## src/hw/rtl/assert_macros.svh

```systemverilog
// assertion helpers, sampled on clk_i and quiet while rst_ni is low
`ifndef ASSERT_MACROS_SVH
`define ASSERT_MACROS_SVH

// a condition that holds at every clock edge
`define SKT_ASSERT(label, expr, msg) \
  label: assert property (@(posedge clk_i) disable iff (!rst_ni) (expr)) else $error(msg);

// an implication checked in the same cycle
`define SKT_ASSERT_IMPL(label, ante, cons, msg) \
  label: assert property (@(posedge clk_i) disable iff (!rst_ni) (ante) |-> (cons)) \
    else $error(msg);

`endif

```

## src/hw/rtl/skt_pkg.sv

```systemverilog
`default_nettype none

package skt_pkg;

  localparam int unsigned DEPTH_DEF        = 256;
  localparam int unsigned KEY_BITS_DEF     = 32;
  localparam int unsigned PAYLOAD_BITS_DEF = 32;

  typedef enum logic [1:0] {
    OP_INSERT = 2'd0,
    OP_REMOVE = 2'd1,
    OP_LOOKUP = 2'd2
  } op_e;

  typedef enum logic [1:0] {
    ST_DONE    = 2'd0,
    ST_DUP     = 2'd1,
    ST_MISSING = 2'd2,
    ST_FULL    = 2'd3
  } status_e;

  typedef struct packed {
    logic [1:0]  op;
    logic [31:0] key;
    logic [31:0] payload;
  } in_t;

  typedef struct packed {
    logic [1:0]  status;
    logic        found;
    logic [31:0] payload_out;
    logic [8:0]  count;
  } out_t;

  // controller to datapath
  typedef struct packed {
    logic    start;
    logic    srch_rd;
    logic    srch_cmp;
    logic    chk_rd;
    logic    chk_cmp;
    logic    miss;
    logic    shift_init;
    logic    shift_step;
    logic    fill;
    logic    cnt_dec;
    logic    ld_out;
    status_e status;
  } cmd_t;

  // datapath to controller
  typedef struct packed {
    logic srch_done;
    logic pos_valid;
    logic hit;
    logic full;
    logic is_ins;
    logic is_rem;
    logic shift_more;
  } sts_t;

endpackage

`default_nettype wire

```

## src/hw/rtl/skt_ctrl.sv

```systemverilog
`default_nettype none

`include "assert_macros.svh"

module skt_ctrl import skt_pkg::*; (
  input  logic clk_i,
  input  logic rst_ni,
  input  logic in_valid_i,
  input  logic out_stall_i,
  input  sts_t sts_i,
  output cmd_t cmd_o,
  output logic in_stall_o,
  output logic out_valid_o
);

  typedef enum logic [7:0] {
    S_IDLE     = 8'b0000_0001,
    S_SRCH     = 8'b0000_0010,
    S_SRCH_CMP = 8'b0000_0100,
    S_CHECK    = 8'b0000_1000,
    S_DECIDE   = 8'b0001_0000,
    S_SHIFT    = 8'b0010_0000,
    S_FILL     = 8'b0100_0000,
    S_FINISH   = 8'b1000_0000
  } state_e;

  state_e  state_q, state_d;
  status_e status_q, status_d;
  logic    out_valid_q, out_valid_d;

  always_comb begin
    state_d    = state_q;
    status_d   = status_q;
    cmd_o      = '0;
    cmd_o.status = status_q;
    case (state_q)
      S_IDLE: begin
        if (in_valid_i) begin
          cmd_o.start = 1'b1;
          state_d     = S_SRCH;
        end
      end
      S_SRCH: begin
        if (!sts_i.srch_done) begin
          cmd_o.srch_rd = 1'b1;
          state_d       = S_SRCH_CMP;
        end else if (sts_i.pos_valid) begin
          cmd_o.chk_rd = 1'b1;
          state_d      = S_CHECK;
        end else begin
          cmd_o.miss = 1'b1;
          state_d    = S_DECIDE;
        end
      end
      S_SRCH_CMP: begin
        cmd_o.srch_cmp = 1'b1;
        state_d        = S_SRCH;
      end
      S_CHECK: begin
        cmd_o.chk_cmp = 1'b1;
        state_d       = S_DECIDE;
      end
      S_DECIDE: begin
        if (sts_i.is_ins) begin
          if (sts_i.hit) begin
            status_d = ST_DUP;
            state_d  = S_FINISH;
          end else if (sts_i.full) begin
            status_d = ST_FULL;
            state_d  = S_FINISH;
          end else begin
            status_d         = ST_DONE;
            cmd_o.shift_init = 1'b1;
            state_d          = S_SHIFT;
          end
        end else if (sts_i.is_rem) begin
          if (!sts_i.hit) begin
            status_d = ST_MISSING;
            state_d  = S_FINISH;
          end else begin
            status_d         = ST_DONE;
            cmd_o.shift_init = 1'b1;
            state_d          = S_SHIFT;
          end
        end else begin
          status_d = sts_i.hit ? ST_DONE : ST_MISSING;
          state_d  = S_FINISH;
        end
      end
      S_SHIFT: begin
        if (sts_i.shift_more) begin
          cmd_o.shift_step = 1'b1;
        end else if (sts_i.is_ins) begin
          state_d = S_FILL;
        end else begin
          cmd_o.cnt_dec = 1'b1;
          state_d       = S_FINISH;
        end
      end
      S_FILL: begin
        cmd_o.fill = 1'b1;
        state_d    = S_FINISH;
      end
      S_FINISH: begin
        if (!out_valid_q || !out_stall_i) begin
          cmd_o.ld_out = 1'b1;
          state_d      = S_IDLE;
        end
      end
      default: begin
        state_d = S_IDLE;
      end
    endcase
  end

  assign out_valid_d = cmd_o.ld_out || (out_valid_q && out_stall_i);

  always_ff @(posedge clk_i or negedge rst_ni) begin
    if (!rst_ni) begin
      state_q     <= S_IDLE;
      status_q    <= ST_DONE;
      out_valid_q <= 1'b0;
    end else begin
      state_q     <= state_d;
      status_q    <= status_d;
      out_valid_q <= out_valid_d;
    end
  end

  assign in_stall_o  = (state_q != S_IDLE);
  assign out_valid_o = out_valid_q;

  `SKT_ASSERT_IMPL(a_valid_from_finish, $rose(out_valid_q), $past(state_q == S_FINISH), "result without finish")
  `SKT_ASSERT_IMPL(a_fill_only_insert, state_q == S_FILL, sts_i.is_ins && !sts_i.full, "fill outside insert")

endmodule

`default_nettype wire

```

## config.mk

```make
export PLATFORM = sky130hd
export DESIGN_NAME = skt_ctrl
export DESIGN_NICKNAME = d
export VERILOG_FILES = /design/src/hw/rtl/skt_pkg.sv /design/src/hw/rtl/skt_ctrl.sv
export VERILOG_INCLUDE_DIRS = /design/src /design/src/hw/rtl
export SDC_FILE = /design/constraint.sdc
export NUM_CORES = 1
export LEC_CHECK = 0
export ABC_AREA = 0
export BUFFER_PORTS_ARGS = -buffer_cell sky130_fd_sc_hd__buf_2
export CORE_UTILIZATION = 50
export CTS_BUF_LIST = sky130_fd_sc_hd__clkbuf_8 sky130_fd_sc_hd__clkbuf_16
export CTS_CLUSTER_SIZE = 24
export DETAILED_ROUTE_END_ITERATION = 10
export PLACE_DENSITY_LB_ADDON = 0.3
export SLEW_MARGIN = 10
export SYNTH_ARGS = -nofsm -noshare
export SYNTH_HDL_FRONTEND = slang
export SYNTH_SLANG_ARGS = --single-unit
```

## constraint.sdc

```tcl
create_clock -name clk_i -period 4.1 [get_ports clk_i]
set_input_delay 0.205 -clock clk_i [delete_from_list [all_inputs] [get_ports clk_i]]
set_output_delay 0.205 -clock clk_i [all_outputs]
set_load 0.005 [all_outputs]
```

==> out/metrics.cfg <==
[outcome]
status=complete, no violations

[floorplan]
top_level_ports=26
fp.dieArea_mm2=0.00155
start_util=0.536
die_w_um=39.3
rows=13
coreArea_mm2=0.00130
die_h_um=39.3

[grt]
grt_pass1_vias=555
grt_pass1_wl_um=2340
grt_overflow=0
grt_max_degree=12
grt_use_total=0.233
grt_antenna_before_repair=0

[worst_setup_path]
worstSetupPathType=reg2out
required_ps=3890
start_kind=flop
path_max_fanout=6
worst_setup_path_end_kind=output port
arrival_ps=1740

[cells_and_area]
area_growth_pct=27.8
layout.nets=118
final_core_util=0.685
drive_gt1_frac=0.330
multi_input_area_um2=389
n_antenna_cell=0
final_area_um2=891
fillers=115
final-seq-area_um2=277

[timing]
worst_slew_pin_slew_ps=474
setup-violations-final=0
min_period_ps=1950
max_freq_mhz=513
hold_ws_ps=141
min_period_over_period=0.475
finClkSkew_ps=1.47
fin_setup_tns_ps=0
drv_slew=0
timing.final.hold_violations=0
grt_setup_unrepaired=false
slew_headroom=0.681

[pwr]
p_clk_frac=0.244
combPwrFrac=0.366
power.internal_mw=0.271
p_leak_nw=0.469
ir_worst_vdd_mv=0.247
seq_power_share=0.390
p_sw_frac=0.382
power.switching_mw=0.167
cellPowerDensity_mw_per_mm2=492

[synthesis]
synth_cell_types=26
syn_nets=88
synth_area_leaders=dfrtp_1, nor2_1, nand4b_4
yosysMostFrequentCell=nor2_1
synth_warnings=0
synthFlopType=dfrtp_1
yosys-top-cells-count=nor2_1, dfrtp_1, inv_1
syn_inst=77
async_reset_ff_frac=1.00
synth_top_cell_by_area=dfrtp_1
syn_area_um2=697
syn_area_per_cell_um2=9.05
synth_seq_area_share=0.397
synth_seq_cells=11
synth_edf_count=0
synth_top_area_frac=0.359

[cts]
path_clk_slew_ps=50
cts_buffers=3
clk_latency_ps=240
clock-root-buffer=clkbuf_8
cts_sinks=11
postCtsSetupBuffers=0
h-tree-depth=1
cts_max_path_buffers=2
cts_tree=done
postCtsResizedCells=0
cts_hold_buffers=1

[drt]
vias=681
drc=0
wl_per_cell_um=12.6
ant_nets=0
routed_wl_um=1520
firstDrtPassIters=4
drt-vias-per-instance=5.63
first_iter_violations=11

[place]
placed_cell_area_um2=836
place.gp.congestion=0.792
portBuffers=25
hpwl_um=1140

[hold_path]
hold_class=in2reg

[flow_run]
cap_viol_max_count=0

## metrics by stage
step / std cells / worst slack, ps / power (mW)
floorplan: 77 / 2660 / 0.276
global placement: 116 / 2480 / 0.325
detailed placement: 116 / 2430 / 0.330
CTS: 121 / 2160 / 0.441
global route: 121 / 2070 / 0.474
finish: 121 / 2150 / 0.438
## layout by cell type, fill, tap and decap left out, types with 3 or more instances in the layout
cell type / n
buf_2: 25
clkbuf_8: 3
dfrtp_1: 10
inv_1: 8
nand2_1: 5
nand3_1: 3
nand4_1: 5
nor2_1: 14
nor3_1: 5
o21ai_0: 5
## kinds of logic after synthesis
logic type | after synthesis | synth area share
AOI/OAI and AO/OA | 13 | 0.122
xor gates and xnor gates | 2 | 0.0251
buffers and inverters | 8 | 0.0449
DFF | 11 | 0.397
and+or+nand+nor | 43 | 0.411
## path summary, 6_finish.rpt
path	startpoint	endpoint	slack, ps	cells after the start
max in group asynchronous	rst_ni	state_q[0]$_DFFE_PN1P_	3470	2
min reg2reg	status_q[0]$_DFFE_PN0P_	status_q[0]$_DFFE_PN0P_	480	2
min in group asynchronous	rst_ni	state_q[5]$_DFFE_PN0P_	360	2
min	sts_i[6]	state_q[2]$_DFFE_PN0P_	140	2
max	state_q[3]$_DFFE_PN0P_	cmd_o[7]	2150	4
max reg2reg	state_q[3]$_DFFE_PN0P_	state_q[7]$_DFFE_PN0P_	2460	4
## layer usage
metal  part of all wire  vias to the layer above  global-route usage
li1                   -                      337                   -
met1               0.45                      313               0.310
met2               0.47                       27               0.346
met3              0.062                        4              0.0682
met4              0.018                        0               0.103
met5                  0                        -                   0
## sequential cells by signal, summed over array words and instances (netlist names)
name and count:
state_q 8, status_q 2, out_valid_o 1
## power groups by stage
| stage | Clock [mW] | Combinational, mW | Sequential [mW] |
|---|---|---|---|
| floorplan | 0 | 0.110 | 0.167 |
| global placement | 0 | 0.155 | 0.171 |
| detailed placement | 0 | 0.159 | 0.171 |
| CTS | 0.110 | 0.161 | 0.170 |
| global route | 0.114 | 0.185 | 0.175 |
| finish | 0.107 | 0.160 | 0.171 |
## critical path, cell delays in order (launching register included)
cell,delay (ps)
dfrtp_1,460
nor4_4,520
nand4_1,220
nor2_1,160
buf_2,130
## final cells by class
type / count / area share
multi-input cells: 58 / 0.437
clock inverters: 1 / 0.00421
inverters: 7 / 0.0295
well taps: 15 / 0.0211
clock buffers: 3 / 0.0463
flip-flops and latches: 11 / 0.310
repair buffers: 26 / 0.152
Note: power is estimated with default switching activity, not from simulation.
